$ cat config.mk
export PLATFORM = sky130hd
export DESIGN_NAME = dpe_div
export DESIGN_NICKNAME = d
export VERILOG_FILES = /design/src/rtl/dpe_pkg.sv /design/src/rtl/dpe_div.sv
export SDC_FILE = /design/constraint.sdc
export NUM_CORES = 2
export LEC_CHECK = 0
export BUFFER_PORTS_ARGS = -buffer_cell sky130_fd_sc_hd__clkbuf_2
export CAP_MARGIN = 20
export CORE_AREA = 2 2 395 397
export CTS_CLUSTER_DIAMETER = 80
export DETAILED_ROUTE_END_ITERATION = 12
export DIE_AREA = 0 0 397 399
export GPL_TIMING_DRIVEN = 0
export PLACE_DENSITY = 0.71
export SKIP_CTS_REPAIR_TIMING = 1
export SLEW_MARGIN = 30
export SYNTH_ARGS = -nofsm -noshare
export SYNTH_HDL_FRONTEND = slang
export SYNTH_SLANG_ARGS = --single-unit
$ cat constraint.sdc
create_clock -name aclk -period 4.16 [get_ports aclk]
set_input_delay 0.208 -clock aclk [delete_from_list [all_inputs] [get_ports aclk]]
set_output_delay 0.208 -clock aclk [all_outputs]
set_load 0.02 [all_outputs]
$ cat src/rtl/dpe_pkg.sv
package dpe_pkg;

    localparam int EXP_TABLE_DEPTH = 256;
    localparam int FRAC_BITS = 16;
    localparam int EXP_IDX_W = $clog2(EXP_TABLE_DEPTH);
    localparam int EXP_ADDR_W = $clog2(EXP_TABLE_DEPTH + 1);

    localparam int POS_W = 32;
    localparam int WORD_W = 32;
    localparam int REG_W = 2 * WORD_W;
    localparam int LT_W = REG_W - FRAC_BITS;
    localparam int BW = LT_W + 4;
    localparam int DEN_W = 36;
    localparam int REM_W = DEN_W + 3;
    localparam int Q_W = 19;
    localparam int U_W = 2 * Q_W - 1;
    localparam int F_W = 17;
    localparam int TAB_W = 31;

    localparam logic [F_W-1:0] UNIT = 17'h10000;
    localparam logic [F_W-1:0] LEVEL_LOW = 17'd13107;

    localparam int CFG_IDX_W = 3;
    localparam logic [CFG_IDX_W-1:0] CFG_MODE = 3'd0;
    localparam logic [CFG_IDX_W-1:0] CFG_VACUUM = 3'd1;
    localparam logic [CFG_IDX_W-1:0] CFG_PLASMA = 3'd2;
    localparam logic [CFG_IDX_W-1:0] CFG_SLOPE = 3'd3;
    localparam logic [CFG_IDX_W-1:0] CFG_SIGMA = 3'd4;
    localparam logic [CFG_IDX_W-1:0] CFG_CUT = 3'd5;
    localparam logic [CFG_IDX_W-1:0] CFG_PLATEAU = 3'd6;

    typedef enum logic [1:0] {
        MODE_BOX   = 2'd0,
        MODE_TRAP  = 2'd1,
        MODE_GAUSS = 2'd2,
        MODE_FIXED = 2'd3
    } mode_t;

    typedef enum logic [2:0] {
        KIND_ZERO      = 3'd0,
        KIND_UNIT      = 3'd1,
        KIND_LEVEL     = 3'd2,
        KIND_RAMP_UP   = 3'd3,
        KIND_RAMP_DOWN = 3'd4,
        KIND_GAUSS     = 3'd5
    } kind_t;

    typedef struct packed {
        logic  valid;
        kind_t kind;
    } tag_t;

    typedef struct packed {
        logic [WORD_W-1:0] vac;
        logic [WORD_W-1:0] plasma;
        logic [WORD_W-1:0] slope;
        logic [WORD_W-1:0] sigma;
        logic [WORD_W-1:0] cut;
        logic [WORD_W-1:0] plateau;
    } axis_cfg_t;

    function automatic logic signed [BW-1:0] uext(input logic [LT_W-1:0] x);
        return signed'({{(BW - LT_W){1'b0}}, x});
    endfunction

    function automatic logic signed [BW-1:0] thresh(input logic [63:0] k);
        logic [63:0] prod;
        prod = k * 64'd26986075409;
        return BW'(signed'(prod >> (32 - FRAC_BITS)));
    endfunction

    localparam logic signed [BW-1:0] T2 = thresh(64'd2);
    localparam logic signed [BW-1:0] T13 = thresh(64'd13);
    localparam logic signed [BW-1:0] T20 = thresh(64'd20);
    localparam logic signed [BW-1:0] T65 = thresh(64'd65);
    localparam logic signed [BW-1:0] T82 = thresh(64'd82);
    localparam logic signed [BW-1:0] T112 = thresh(64'd112);
    localparam logic signed [BW-1:0] W_UP = T20 - T13;
    localparam logic signed [BW-1:0] W_DN = T82 - T65;
    localparam logic signed [BW-1:0] DEN_UP = 5 * W_UP;
    localparam logic signed [BW-1:0] DEN_DN = 5 * W_DN;
    localparam logic signed [BW-1:0] OFF_UP = 4 * T13 - W_UP;
    localparam logic signed [BW-1:0] OFF_DN = DEN_DN + 4 * T65;

    typedef logic [TAB_W-1:0] exp_tab_t [0:EXP_TABLE_DEPTH];

    // Restoring division by shift and subtract, used only while the table is built.
    function automatic logic [63:0] udiv64(input logic [63:0] n, input logic [63:0] d);
        logic [63:0] q;
        logic [64:0] r;
        q = '0;
        r = '0;
        for (int b = 63; b >= 0; b--) begin
            r = {r[63:0], n[b]};
            if (r >= {1'b0, d}) begin
                r = r - {1'b0, d};
                q[b] = 1'b1;
            end
        end
        return q;
    endfunction

    // Entry i holds exp(-16 i / depth) in Q1.30, built by repeated multiplication.
    function automatic exp_tab_t build_exp_tab();
        exp_tab_t tab;
        logic [63:0] term;
        logic [63:0] sum;
        logic [63:0] e;
        logic [63:0] prod;
        term = 64'd1 << 48;
        sum = term;
        for (int k = 1; k <= 20; k++) begin
            term = udiv64(term * 64'd16, 64'(EXP_TABLE_DEPTH) * 64'(k));
            if ((k & 1) == 1) begin
                sum = sum - term;
            end else begin
                sum = sum + term;
            end
        end
        e = (sum + 64'd32768) >> 16;
        tab[0] = TAB_W'(32'h4000_0000);
        for (int i = 1; i <= EXP_TABLE_DEPTH; i++) begin
            prod = 64'(tab[i-1]) * e;
            tab[i] = TAB_W'((prod + 64'h8000_0000) >> 32);
        end
        return tab;
    endfunction

    localparam exp_tab_t EXP_TAB = build_exp_tab();

endpackage

$ cat src/rtl/dpe_div.sv
module dpe_div (
    input  logic                      aclk,
    input  logic                      aresetn,
    input  logic                      adv,
    input  dpe_pkg::tag_t             in_tag,
    input  logic [dpe_pkg::REM_W-1:0] num,
    input  logic [dpe_pkg::DEN_W-1:0] den,
    output dpe_pkg::tag_t             out_tag,
    output logic [dpe_pkg::Q_W-1:0]   quo
);
    import dpe_pkg::*;

    tag_t             tag_reg [Q_W];
    logic [REM_W-1:0] rem_reg [Q_W-1];
    logic [DEN_W-1:0] den_reg [Q_W];
    logic [Q_W-1:0]   q_reg [Q_W];

    // Each stage resolves one quotient bit, most significant first; the
    // numerator is below eight times the divisor on entry.
    for (genvar j = 0; j < Q_W; j++) begin : g_step
        tag_t             tag_in;
        logic [REM_W-1:0] rem_in, den4, rem_sub;
        logic [DEN_W-1:0] den_in;
        logic [Q_W-1:0]   q_in;
        logic             take;

        if (j == 0) begin : g_first
            assign tag_in = in_tag;
            assign rem_in = num;
            assign den_in = den;
            assign q_in = '0;
        end else begin : g_rest
            assign tag_in = tag_reg[j-1];
            assign rem_in = rem_reg[j-1];
            assign den_in = den_reg[j-1];
            assign q_in = q_reg[j-1];
        end

        assign den4 = REM_W'({den_in, 2'b00});
        assign take = rem_in >= den4;
        assign rem_sub = take ? rem_in - den4 : rem_in;

        always_ff @(posedge aclk) begin
            if (!aresetn) begin
                tag_reg[j].valid <= 1'b0;
            end else if (adv) begin
                tag_reg[j].valid <= tag_in.valid;
            end
        end

        always_ff @(posedge aclk) begin
            if (adv) begin
                tag_reg[j].kind <= tag_in.kind;
                den_reg[j] <= den_in;
                q_reg[j] <= {q_in[Q_W-2:0], take};
            end
        end

        if (j < Q_W - 1) begin : g_rem
            always_ff @(posedge aclk) begin
                if (adv) begin
                    rem_reg[j] <= {rem_sub[REM_W-2:0], 1'b0};
                end
            end
        end
    end

    assign out_tag = tag_reg[Q_W-1];
    assign quo = q_reg[Q_W-1];

endmodule

==> out/results.md <==
• status: complete, but fails checks
• violated checks: hold timing
• Worst Skew: 28.41 ps
• highest-count cells in the layout ignoring fill and taps: edfxtp_1, inv_1, a21oi_1
• via count of the routed design: 62,380
• number of global-route vias before repair: 64,890
• first-pass GRT wire length: 336,400 µm
• Gate Count Post-Synth: 8,170
• transition at the pin with the smallest max-transition slack: 1205 ps
• worst flop-to-flop path startpoint: rem_reg[9][35]$_DFFE_PP_
• Vert. Die Dim: 399 µm
• cell-by-cell listing of the critical path: ha_1 > nand2_1 > nor2_1 > nor4b_1 > nand4_1 > nor3_1 > nor3_1 > nand2_1 > a31oi_4 > buf_12 > inv_2 > mux2_1
• CP arrival: 4690 ps
• I/O pin total: 105
• CTS H-tree lvls: 4
• Max IR drop VDD: 0.4745 mV
• Clock Tree Root: clkbuf_16
• post-DR vias/cell: 5.790
• path category of the worst min-delay check: input port to flip-flop
• Avg WL per Cell: 20.44 µm
• post-synth cell types: 87
• pwr/cell area: 785.8 nW/µm²
• Clock Tree Buf Depth: 3
• Max Clock Freq: 241.7 MHz
• standard-cell row count: 144
• first-pass detailed-route iteration total: 6
• pin count of the biggest net entering global routing: 90
• HPWL after detailed placement: 173,100 µm
• initial antenna violation count: 5
• number of enable flip-flop cells after synthesis: 1,564
• setup tns final: 0 ps
• max FFs per register: 651
• Post-Synthesis Mean Instance Area: 10.90 µm²
• ys flop type: edfxtp_1
• total CTS buffers: 171
• number of sinks on the clock net: 1,565
• latest clock arrival within the worst-skew pair: 820 ps
• die area: 158,400 µm²
• share of layout cells above drive strength 1: 7.750%
• Largest stage delay, worst path: 670 ps
• commonest non-fill, non-tap cell in the layout: edfxtp_1
• Setup crit start kind: flip-flop
• PortBufs: 103
• sequential element share of the synthesized area: 52.74%
• path type of the worst setup path: flip-flop to flip-flop
• remaining max-slew budget at the tightest pin: 17.57%
• global placer's final weighted congestion: 1.045
• critical path launch point: rem_reg[9][35]$_DFFE_PP_
• GRT Overall Usage: 27.61%
• minimum clock period: 4137 ps
• clock tree from TritonCTS: done
• register clock-pin slew on the reported worst setup and hold paths: 60 ps
• net total in the final layout: 9,362
• worst slack on hold paths: -413.7 ps
• core area: 153,700 µm²
• number of antenna-violating nets in the routed design: 0
• cell type of the slowest stage on the worst timing path: nor2_1
• starting density of the core: 57.96%
• post-synth design cell area: 89,080 µm²
• warnings from Yosys: 0
• final routed DRC violation total: 0
• leakage power total: 41.63 nW
• DRT Wirelength: 220,200 µm
• number of fill cells in the layout: 11,640
• endpoint type of the worst setup path: flip-flop
• flops & latches, synth: 1,565
• number of maximum-capacitance violations: 0
• share of synthesized flip-flops with an asynchronous set or reset: 0%
• period utilisation layout: 99.45%
• final count of pins violating max slew: 0
• number of endpoints failing setup at the final stage: 0
• Worst Path Required: 4710 ps
• Mapped Nets: 8,953
• hold violation total from the final report: 3
• min-delay src: den[0]
• area delta synth->final: 12.93%
• initial DRC count: 3,079
• worst-path maximum fanout: 10
• horizontal die dimension: 397 µm
• overall overflow remaining after global route: 0
• overall power consumption: 79.05 mW
## path summary, 6_finish.rpt
kind	slack (ps)	cells past startpoint	end
max	20	12	rem_reg[10][32]$_DFFE_PP_
min	-410	1	den_reg[0][0]$_DFFE_PP_
max reg2reg	20	12	rem_reg[10][32]$_DFFE_PP_
min reg2reg	400	0	q_reg[14][2]$_DFFE_PP_
## worst max-delay path: cells and delay by family (launching register included)
family          cells  cell delay, ps
flops               1             390
mux                 1             370
buf+inv             2             450
fa+ha+maj           1             370
simple gates        7            2190
compound gates      1              60
## through the flow
stage               setup WS [ps]  area [µm²]  utilization [%]  hold slack [ps]  std cells
finish                      22.74      100600            65.46           -413.7      10770
global route               -76.71      100600            65.46           -446.3      10770
CTS                         -2143       98640            64.19           -492.8      10660
detailed placement          -2102       92820            60.40            394.4      10340
global placement           -23430       92160            59.96            385.0      10320
floorplan                   577.3       89080                -            306.9       8170
## report_power, final
group | leakage [nW] | internal, mW | switching (mW)
Sequential | 15.3 | 23.5 | 2.11
Combinational | 23.5 | 15.2 | 22.6
Clock | 2.81 | 9.18 | 6.37
Total | 41.6 | 47.9 | 31.1
## synth_stat cells (25+ instances only)
master	n	area (µm²)
o21ai_0	342	1712
and2_1	26	162.7
xnor2_1	310	2715
nor4_1	27	168.9
o21bai_1	83	623.1
o31ai_1	52	390.4
mux2_1	93	1047
a21o_1	317	2380
ha_1	683	8546
a21oi_1	747	3739
nand3_1	125	625.6
o21a_1	91	683.2
and3_1	100	625.6
nor2b_1	104	650.6
nor2_1	520	1952
a31oi_1	78	488.0
clkbuf_1	149	559.3
inv_1	843	3164
nor3_1	86	430.4
o21ai_1	244	1221
o31a_1	25	219.0
nand2b_1	112	700.7
edfxtp_1	1564	46970
o211ai_1	32	240.2
nand2_1	607	2278
a211oi_1	49	367.9
xor2_1	243	2128
nand4_1	93	581.8
## kinds of logic after synthesis
logic type | synth area share (%)
compound gates | 15.80
xor+xnor | 5.437
fa+ha+maj | 9.997
buf+inv | 4.391
flops | 52.74
mux | 1.531
simple gates | 10.10
## cell type report
type | instances | area, µm² | area share [%]
flip-flops and latches | 1565 | 46990 | 46.70
multi-input cells | 5571 | 38940 | 38.71
clock buffers | 204 | 4424 | 4.398
inverters | 849 | 3189 | 3.170
well taps | 2044 | 2557 | 2.542
repair buffers | 244 | 2203 | 2.190
clock inverters | 113 | 1399 | 1.390
plain buffers | 177 | 887.1 | 0.8818
diodes | 6 | 15.01 | 0.01492
## per-layer routing
metal | wire (µm) | vias to the layer above | track usage [%]
met5 | 0 | - | 0
met4 | 23230 | 0 | 26.21
met3 | 5345 | 824 | 3.001
met2 | 126600 | 1534 | 57.36
met1 | 64970 | 29350 | 21.05
li1 | - | 30670 | -
(Power assumes the default switching activity.)
