===== config.mk =====
export PLATFORM = sky130hd
export DESIGN_NAME = dpe_front
export DESIGN_NICKNAME = d
export VERILOG_FILES = /design/src/rtl/dpe_pkg.sv /design/src/rtl/dpe_front.sv
export SDC_FILE = /design/constraint.sdc
export NUM_CORES = 2
export LEC_CHECK = 0
export BUFFER_PORTS_ARGS = -buffer_cell sky130_fd_sc_hd__clkbuf_2
export CORE_MARGIN = 2
export CORE_UTILIZATION = 50
export DETAILED_ROUTE_END_ITERATION = 10
export PLACE_DENSITY = 0.69
export RECOVER_POWER = 100
export SLEW_MARGIN = 20
export SYNTH_ARGS = -nofsm -noshare
export SYNTH_HDL_FRONTEND = slang
export SYNTH_SLANG_ARGS = --single-unit

===== constraint.sdc =====
create_clock -name aclk -period 8.5 [get_ports aclk]
set_input_delay 0.85 -clock aclk [delete_from_list [all_inputs] [get_ports aclk]]
set_output_delay 0.85 -clock aclk [all_outputs]
set_load 0.1 [all_outputs]

===== src/rtl/dpe_pkg.sv =====
package dpe_pkg;

    localparam int EXP_TABLE_DEPTH = 256;
    localparam int FRAC_BITS = 16;
    localparam int EXP_IDX_W = $clog2(EXP_TABLE_DEPTH);
    localparam int EXP_ADDR_W = $clog2(EXP_TABLE_DEPTH + 1);

    localparam int POS_W = 32;
    localparam int WORD_W = 32;
    localparam int REG_W = 2 * WORD_W;
    localparam int LT_W = REG_W - FRAC_BITS;
    localparam int BW = LT_W + 4;
    localparam int DEN_W = 36;
    localparam int REM_W = DEN_W + 3;
    localparam int Q_W = 19;
    localparam int U_W = 2 * Q_W - 1;
    localparam int F_W = 17;
    localparam int TAB_W = 31;

    localparam logic [F_W-1:0] UNIT = 17'h10000;
    localparam logic [F_W-1:0] LEVEL_LOW = 17'd13107;

    localparam int CFG_IDX_W = 3;
    localparam logic [CFG_IDX_W-1:0] CFG_MODE = 3'd0;
    localparam logic [CFG_IDX_W-1:0] CFG_VACUUM = 3'd1;
    localparam logic [CFG_IDX_W-1:0] CFG_PLASMA = 3'd2;
    localparam logic [CFG_IDX_W-1:0] CFG_SLOPE = 3'd3;
    localparam logic [CFG_IDX_W-1:0] CFG_SIGMA = 3'd4;
    localparam logic [CFG_IDX_W-1:0] CFG_CUT = 3'd5;
    localparam logic [CFG_IDX_W-1:0] CFG_PLATEAU = 3'd6;

    typedef enum logic [1:0] {
        MODE_BOX   = 2'd0,
        MODE_TRAP  = 2'd1,
        MODE_GAUSS = 2'd2,
        MODE_FIXED = 2'd3
    } mode_t;

    typedef enum logic [2:0] {
        KIND_ZERO      = 3'd0,
        KIND_UNIT      = 3'd1,
        KIND_LEVEL     = 3'd2,
        KIND_RAMP_UP   = 3'd3,
        KIND_RAMP_DOWN = 3'd4,
        KIND_GAUSS     = 3'd5
    } kind_t;

    typedef struct packed {
        logic  valid;
        kind_t kind;
    } tag_t;

    typedef struct packed {
        logic [WORD_W-1:0] vac;
        logic [WORD_W-1:0] plasma;
        logic [WORD_W-1:0] slope;
        logic [WORD_W-1:0] sigma;
        logic [WORD_W-1:0] cut;
        logic [WORD_W-1:0] plateau;
    } axis_cfg_t;

    function automatic logic signed [BW-1:0] uext(input logic [LT_W-1:0] x);
        return signed'({{(BW - LT_W){1'b0}}, x});
    endfunction

    function automatic logic signed [BW-1:0] thresh(input logic [63:0] k);
        logic [63:0] prod;
        prod = k * 64'd26986075409;
        return BW'(signed'(prod >> (32 - FRAC_BITS)));
    endfunction

    localparam logic signed [BW-1:0] T2 = thresh(64'd2);
    localparam logic signed [BW-1:0] T13 = thresh(64'd13);
    localparam logic signed [BW-1:0] T20 = thresh(64'd20);
    localparam logic signed [BW-1:0] T65 = thresh(64'd65);
    localparam logic signed [BW-1:0] T82 = thresh(64'd82);
    localparam logic signed [BW-1:0] T112 = thresh(64'd112);
    localparam logic signed [BW-1:0] W_UP = T20 - T13;
    localparam logic signed [BW-1:0] W_DN = T82 - T65;
    localparam logic signed [BW-1:0] DEN_UP = 5 * W_UP;
    localparam logic signed [BW-1:0] DEN_DN = 5 * W_DN;
    localparam logic signed [BW-1:0] OFF_UP = 4 * T13 - W_UP;
    localparam logic signed [BW-1:0] OFF_DN = DEN_DN + 4 * T65;

    typedef logic [TAB_W-1:0] exp_tab_t [0:EXP_TABLE_DEPTH];

    // Restoring division by shift and subtract, used only while the table is built.
    function automatic logic [63:0] udiv64(input logic [63:0] n, input logic [63:0] d);
        logic [63:0] q;
        logic [64:0] r;
        q = '0;
        r = '0;
        for (int b = 63; b >= 0; b--) begin
            r = {r[63:0], n[b]};
            if (r >= {1'b0, d}) begin
                r = r - {1'b0, d};
                q[b] = 1'b1;
            end
        end
        return q;
    endfunction

    // Entry i holds exp(-16 i / depth) in Q1.30, built by repeated multiplication.
    function automatic exp_tab_t build_exp_tab();
        exp_tab_t tab;
        logic [63:0] term;
        logic [63:0] sum;
        logic [63:0] e;
        logic [63:0] prod;
        term = 64'd1 << 48;
        sum = term;
        for (int k = 1; k <= 20; k++) begin
            term = udiv64(term * 64'd16, 64'(EXP_TABLE_DEPTH) * 64'(k));
            if ((k & 1) == 1) begin
                sum = sum - term;
            end else begin
                sum = sum + term;
            end
        end
        e = (sum + 64'd32768) >> 16;
        tab[0] = TAB_W'(32'h4000_0000);
        for (int i = 1; i <= EXP_TABLE_DEPTH; i++) begin
            prod = 64'(tab[i-1]) * e;
            tab[i] = TAB_W'((prod + 64'h8000_0000) >> 32);
        end
        return tab;
    endfunction

    localparam exp_tab_t EXP_TAB = build_exp_tab();

endpackage


===== src/rtl/dpe_front.sv =====
module dpe_front (
    input  logic                             aclk,
    input  logic                             aresetn,
    input  logic                             adv,
    input  logic                             x_axis,
    input  logic                             in_valid,
    input  logic signed [dpe_pkg::POS_W-1:0] pos,
    input  dpe_pkg::mode_t                   mode,
    input  dpe_pkg::axis_cfg_t               cfg,
    output dpe_pkg::tag_t                    tag,
    output logic [dpe_pkg::REM_W-1:0]        num,
    output logic [dpe_pkg::DEN_W-1:0]        den
);
    import dpe_pkg::*;

    logic                    valid_b_reg, valid_c_reg;
    logic signed [POS_W-1:0] pos_b_reg, pos_c_reg;
    logic [LT_W-1:0]         lt_reg, lt_next;
    logic [REG_W-1:0]        lt_prod;

    logic signed [BW-1:0] v, l, s, sg, lt, pl, six;
    logic signed [BW-1:0] e0_next, e1_next, e2_next, e3_next, g1_next, g2_next;
    logic signed [BW-1:0] e0_reg, e1_reg, e2_reg, e3_reg, g1_reg, g2_reg;

    logic signed [BW-1:0] p, p4, num_w;
    kind_t                kind_next;
    logic [DEN_W-1:0]     den_next;
    tag_t                 tag_reg;
    logic [REM_W-1:0]     num_reg;
    logic [DEN_W-1:0]     den_reg;

    always_comb begin
        lt_prod = REG_W'(cfg.cut) * REG_W'(cfg.sigma);
        lt_next = lt_prod[REG_W-1:FRAC_BITS];
    end

    always_comb begin
        v = uext(LT_W'(cfg.vac));
        l = uext(LT_W'(cfg.plasma));
        s = uext(LT_W'(cfg.slope));
        sg = uext(LT_W'(cfg.sigma));
        pl = uext(LT_W'(cfg.plateau));
        lt = uext(lt_reg);
        six = (sg <<< 2) + (sg <<< 1);
        e0_next = v;
        e1_next = v;
        e2_next = v;
        e3_next = v;
        g1_next = v;
        g2_next = v;
        unique case (mode)
            MODE_BOX: begin
                e3_next = v + l;
            end
            MODE_TRAP: begin
                e1_next = v + s;
                e2_next = v + l - s;
                e3_next = v + l;
            end
            MODE_GAUSS: begin
                e1_next = v + lt;
                e2_next = v + lt + pl;
                e3_next = v + (lt <<< 1) + pl;
                g1_next = v + lt - six;
                g2_next = v + lt + pl + six;
            end
            MODE_FIXED: begin
                e0_next = v;
            end
            default: begin
                e0_next = v;
            end
        endcase
    end

    always_comb begin
        p = BW'(pos_c_reg);
        p4 = p <<< 2;
        kind_next = KIND_ZERO;
        num_w = '0;
        den_next = '0;
        unique case (mode)
            MODE_BOX: begin
                if (p > e0_reg && p < e3_reg) begin
                    kind_next = KIND_UNIT;
                end
            end
            MODE_TRAP: begin
                den_next = DEN_W'(cfg.slope);
                priority if (p < e0_reg) begin
                    kind_next = KIND_ZERO;
                end else if (p < e1_reg) begin
                    kind_next = KIND_RAMP_UP;
                    num_w = p - e0_reg;
                end else if (p < e2_reg) begin
                    kind_next = KIND_UNIT;
                end else if (p < e3_reg) begin
                    kind_next = KIND_RAMP_DOWN;
                    num_w = p - e2_reg;
                end else begin
                    kind_next = KIND_ZERO;
                end
            end
            MODE_GAUSS: begin
                den_next = DEN_W'(cfg.sigma);
                priority if (p < e0_reg) begin
                    kind_next = KIND_ZERO;
                end else if (p < e1_reg) begin
                    if (p > g1_reg) begin
                        kind_next = KIND_GAUSS;
                        num_w = e1_reg - p;
                    end
                end else if (p < e2_reg) begin
                    kind_next = KIND_UNIT;
                end else if (p < e3_reg) begin
                    if (p < g2_reg) begin
                        kind_next = KIND_GAUSS;
                        num_w = p - e2_reg;
                    end
                end else begin
                    kind_next = KIND_ZERO;
                end
            end
            MODE_FIXED: begin
                if (x_axis) begin
                    priority if (p < T2) begin
                        kind_next = KIND_ZERO;
                    end else if (p < T13) begin
                        kind_next = KIND_LEVEL;
                    end else if (p < T20) begin
                        kind_next = KIND_RAMP_UP;
                        num_w = p4 - OFF_UP;
                        den_next = DEN_W'(DEN_UP);
                    end else if (p < T65) begin
                        kind_next = KIND_UNIT;
                    end else if (p < T82) begin
                        kind_next = KIND_RAMP_UP;
                        num_w = OFF_DN - p4;
                        den_next = DEN_W'(DEN_DN);
                    end else if (p < T112) begin
                        kind_next = KIND_LEVEL;
                    end else begin
                        kind_next = KIND_ZERO;
                    end
                end else begin
                    kind_next = KIND_UNIT;
                end
            end
            default: begin
                kind_next = KIND_ZERO;
            end
        endcase
    end

    always_ff @(posedge aclk) begin
        if (!aresetn) begin
            valid_b_reg <= 1'b0;
            valid_c_reg <= 1'b0;
            tag_reg.valid <= 1'b0;
        end else if (adv) begin
            valid_b_reg <= in_valid;
            valid_c_reg <= valid_b_reg;
            tag_reg.valid <= valid_c_reg;
        end
    end

    always_ff @(posedge aclk) begin
        if (adv) begin
            pos_b_reg <= pos;
            lt_reg <= lt_next;
            pos_c_reg <= pos_b_reg;
            e0_reg <= e0_next;
            e1_reg <= e1_next;
            e2_reg <= e2_next;
            e3_reg <= e3_next;
            g1_reg <= g1_next;
            g2_reg <= g2_next;
            tag_reg.kind <= kind_next;
            num_reg <= REM_W'(num_w);
            den_reg <= den_next;
        end
    end

    assign tag = tag_reg;
    assign num = num_reg;
    assign den = den_reg;

endmodule


==> flow_metrics.tcl <==
set metrics [dict create \
    synth.distinct_cells 98 \
    grt-ovfl-total 0 \
    hold_path.class "primary input to flop" \
    hold_violations 0 \
    clk_pin_slew_ns 0.06 \
    remaining_drc_errors 0 \
    clock_path_buffers 3 \
    h-tree-depth 2 \
    die_w_um 402 \
    routed-via-count 66800 \
    first_iter_violations 6170 \
    avgSynthCellArea_sq_um 8.96 \
    ys_warn_count 0 \
    yosys-top-cells-area "fa_1, edfxtp_1, ha_1, inv_1, and2_1" \
    fillers 14400 \
    drive_gt1_frac 0.0857 \
    core_area_sq_um 158000 \
    maxCapViolCount 12 \
    dp_hpwl_um 230000 \
    crit_fanout 14 \
    avgViaCountPerCell 5.82 \
    synthDominantCellAreaShare 0.237 \
    start_util 0.502 \
    rows 146 \
    crit_path_top_delay_cell "fa_1" \
    worstReg2RegStart "lt_reg[0]" \
    cp_data_arrival_time_ns 8.66 \
    holdWs_ns 0.336 \
    violations "capacitance limit, slew limit" \
    grt_pass1_wl_um 412000 \
    min_to "pos_b_reg[25]" \
    ant_nets 0 \
    r2r_end "g2_reg[38]" \
    syn_inst 8852 \
    pin_count 310 \
    firstDrtPassIters 6 \
    wl_per_cell_um 23.7 \
    hold_start "pos[25]" \
    hold_path_depth 1 \
    cts_inserted_buffers 59 \
    ctsHoldBuffers 0 \
    async_flop_share 0 \
    reg2reg_slack_ns 0.41 \
    die-area_sq_um 162000 \
    final_nets 11400 \
    root_buffer "clkbuf_16" \
    critical_path.startpoint_type "primary input" \
    routed_wl_um 272000 \
    first_global_vias 68400 \
    multi_input_area_sq_um 58500 \
    max-slew-margin-rel -2.75 \
    grt_max_degree 138 \
    dp.cells 11400 \
    rsz0062_at_grt "false" \
    ys_ff_latch 473 \
    cp_common_cell "fa_1" \
    critPathRequiredTime_ns 8.92 \
    die_h_um 402 \
    synth_ff_type "edfxtp_1" \
    rr_worst_depth 33 \
    final_max_slew_viol_count 735 \
    clkSinkCount 473 \
    gp_congestion 1.01 \
    criticalPathCategory "primary input to flop" \
    endpoint_kind "flop" \
    area_delta_synth_final_pct 10.3 \
    fin_skew_ns 0.0427 \
    setup_viol 0 \
    synth_seq_area_share 0.179 \
    io_buffers 305 \
    cts_tree "done" \
    largest_reg_flops 52 \
    yosysTopAreaCell "fa_1" \
    register_area_sq_um 14200 \
    syn_area_sq_um 79400 \
    grt_usage 0.335 \
    max_freq_mhz 121 \
    synth_edf_count 470 \
    cp_slowest_stage_delay_ns 0.57 \
    grt_antenna_before_repair 27 \
    fin_crit_sh 0.969 \
    worst_slew_pin_slew_ns 5.62 \
    clock_latency_ns 0.71 \
    status "finished with violations" \
    period_needed_ns 8.24 \
    finalNonFillerCells 11500 \
]
synth_stat cells (11+ instances only):
cell type and n:
o22ai_1 37, a2111oi_0 13, o211ai_1 45, nor4_1 17, or2_2 28, nand2b_1 72
a21oi_1 522, nand4_1 69, o21a_1 76, nor3_1 108, xnor2_1 289, o21bai_1 63
a31oi_1 45, xor2_1 156, fa_1 938, o2111ai_1 16, o21ai_0 305, a221oi_1 34
inv_1 1448, clkbuf_1 313, nand2_1 782, o31ai_1 24, edfxtp_1 470, a221o_1 23
a31o_2 22, a21boi_0 18, a22oi_1 78, o31a_1 12, ha_1 881, or4_1 13
nand3_1 113, nor2_1 395, nor2b_1 85, and3_1 51, or3_1 33, buf_1 14
a22o_1 11, a21o_1 311, a211o_1 18, a211oi_1 54, o311ai_0 11, and2_1 628
kinds of logic (layout without fill, tap and decap cells):
logic type	after synthesis	after routing	synth area share
adder cells (fa/ha/maj)	1819	1819	0.376
other	1	18	0.0000473
AND/OR/NAND/NOR	2446	2446	0.154
multiplexers	19	19	0.00255
AO/OA/AOI/OAI	1860	1860	0.155
XOR/XNOR	445	445	0.0491
flip-flops	473	473	0.179
buffers and inverters	1789	2327	0.0850
metrics by stage:
| step | util | area [sq um] | TNS [ns] | setup WS (ns) |
|---|---|---|---|---|
| 6_report | 0.554 | 87500 | 0 | 0.262 |
| 4_1_cts | 0.556 | 87900 | 0 | 0.00346 |
| 3_3_place_gp | 0.544 | 86000 | -8.80 | -0.747 |
| 5_1_grt | 0.554 | 87500 | 0 | 0.0108 |
| 2_1_floorplan | - | 79400 | 0 | 0.323 |
| 3_5_place_dp | 0.544 | 86000 | -10.19 | -0.751 |
worst max-delay path, delay by kind of cell:
kind	cells	cell delay, ns
AOI/OAI and AO/OA	11	1.90
adders and majority gates	9	4.38
buffers and inverters	10	1.26
and+or+nand+nor	2	0.22
metal layers:
layer	wire [um]	GRT usage
met5	230	0
met3	24000	0.0621
met4	10700	0.116
met1	115000	0.454
met2	122000	0.536
placed cells by master (no fill, tap or decap), types with 60 or more instances in the layout:
master and instances:
clkbuf_2 218, fa_1 938, nor2b_1 85, o21bai_1 63, edfxtp_1 470, buf_4 377
nor3_1 109, clkbuf_16 60, nand3_1 113, o21ai_0 303, a21oi_1 520, xnor2_1 289
and2_1 619, a22oi_1 78, ha_1 878, inv_1 1448, nand4_1 69, nand2b_1 72
a21o_1 311, xor2_1 156, o21a_1 76, nor2_1 394, nand2_1 782, clkbuf_1 155
repair_timing:
action	in CTS	in global routing
resized for setup	0	8
endpoints found under the setup margin	0	13
setup buffers	0	0
worst max path at each step:
| stage | slack, ns | start | cells after the start | end |
|---|---|---|---|---|
| 6_report | 0.26 | cfg[46] | 32 | lt_reg[32] |
| 5_1_grt | 0.01 | cfg[80] | 29 | lt_reg[46] |
| 4_1_cts | 0.003 | cfg[85] | 32 | lt_reg[41] |
| 3_5_place_dp | -0.75 | cfg[85] | 32 | lt_reg[41] |
| 3_3_place_gp | -0.75 | cfg[85] | 31 | lt_reg[41] |
| 2_1_floorplan | 0.32 | cfg[95] | 25 | lt_reg[32] |
area by class of cell:
class	instances	area share
Timing Repair Buffer	771	0.0558
Antenna cell	12	0.000343
Inverter	1449	0.0622
Clock inverter	38	0.00419
Multi-Input combinational cell	6595	0.668
Sequential cell	473	0.162
Clock buffer	69	0.0175
Tap cell	2072	0.0296
Power is not shown: default switching activity piles up to over one toggle a cycle in this logic, so the estimate is an artifact.
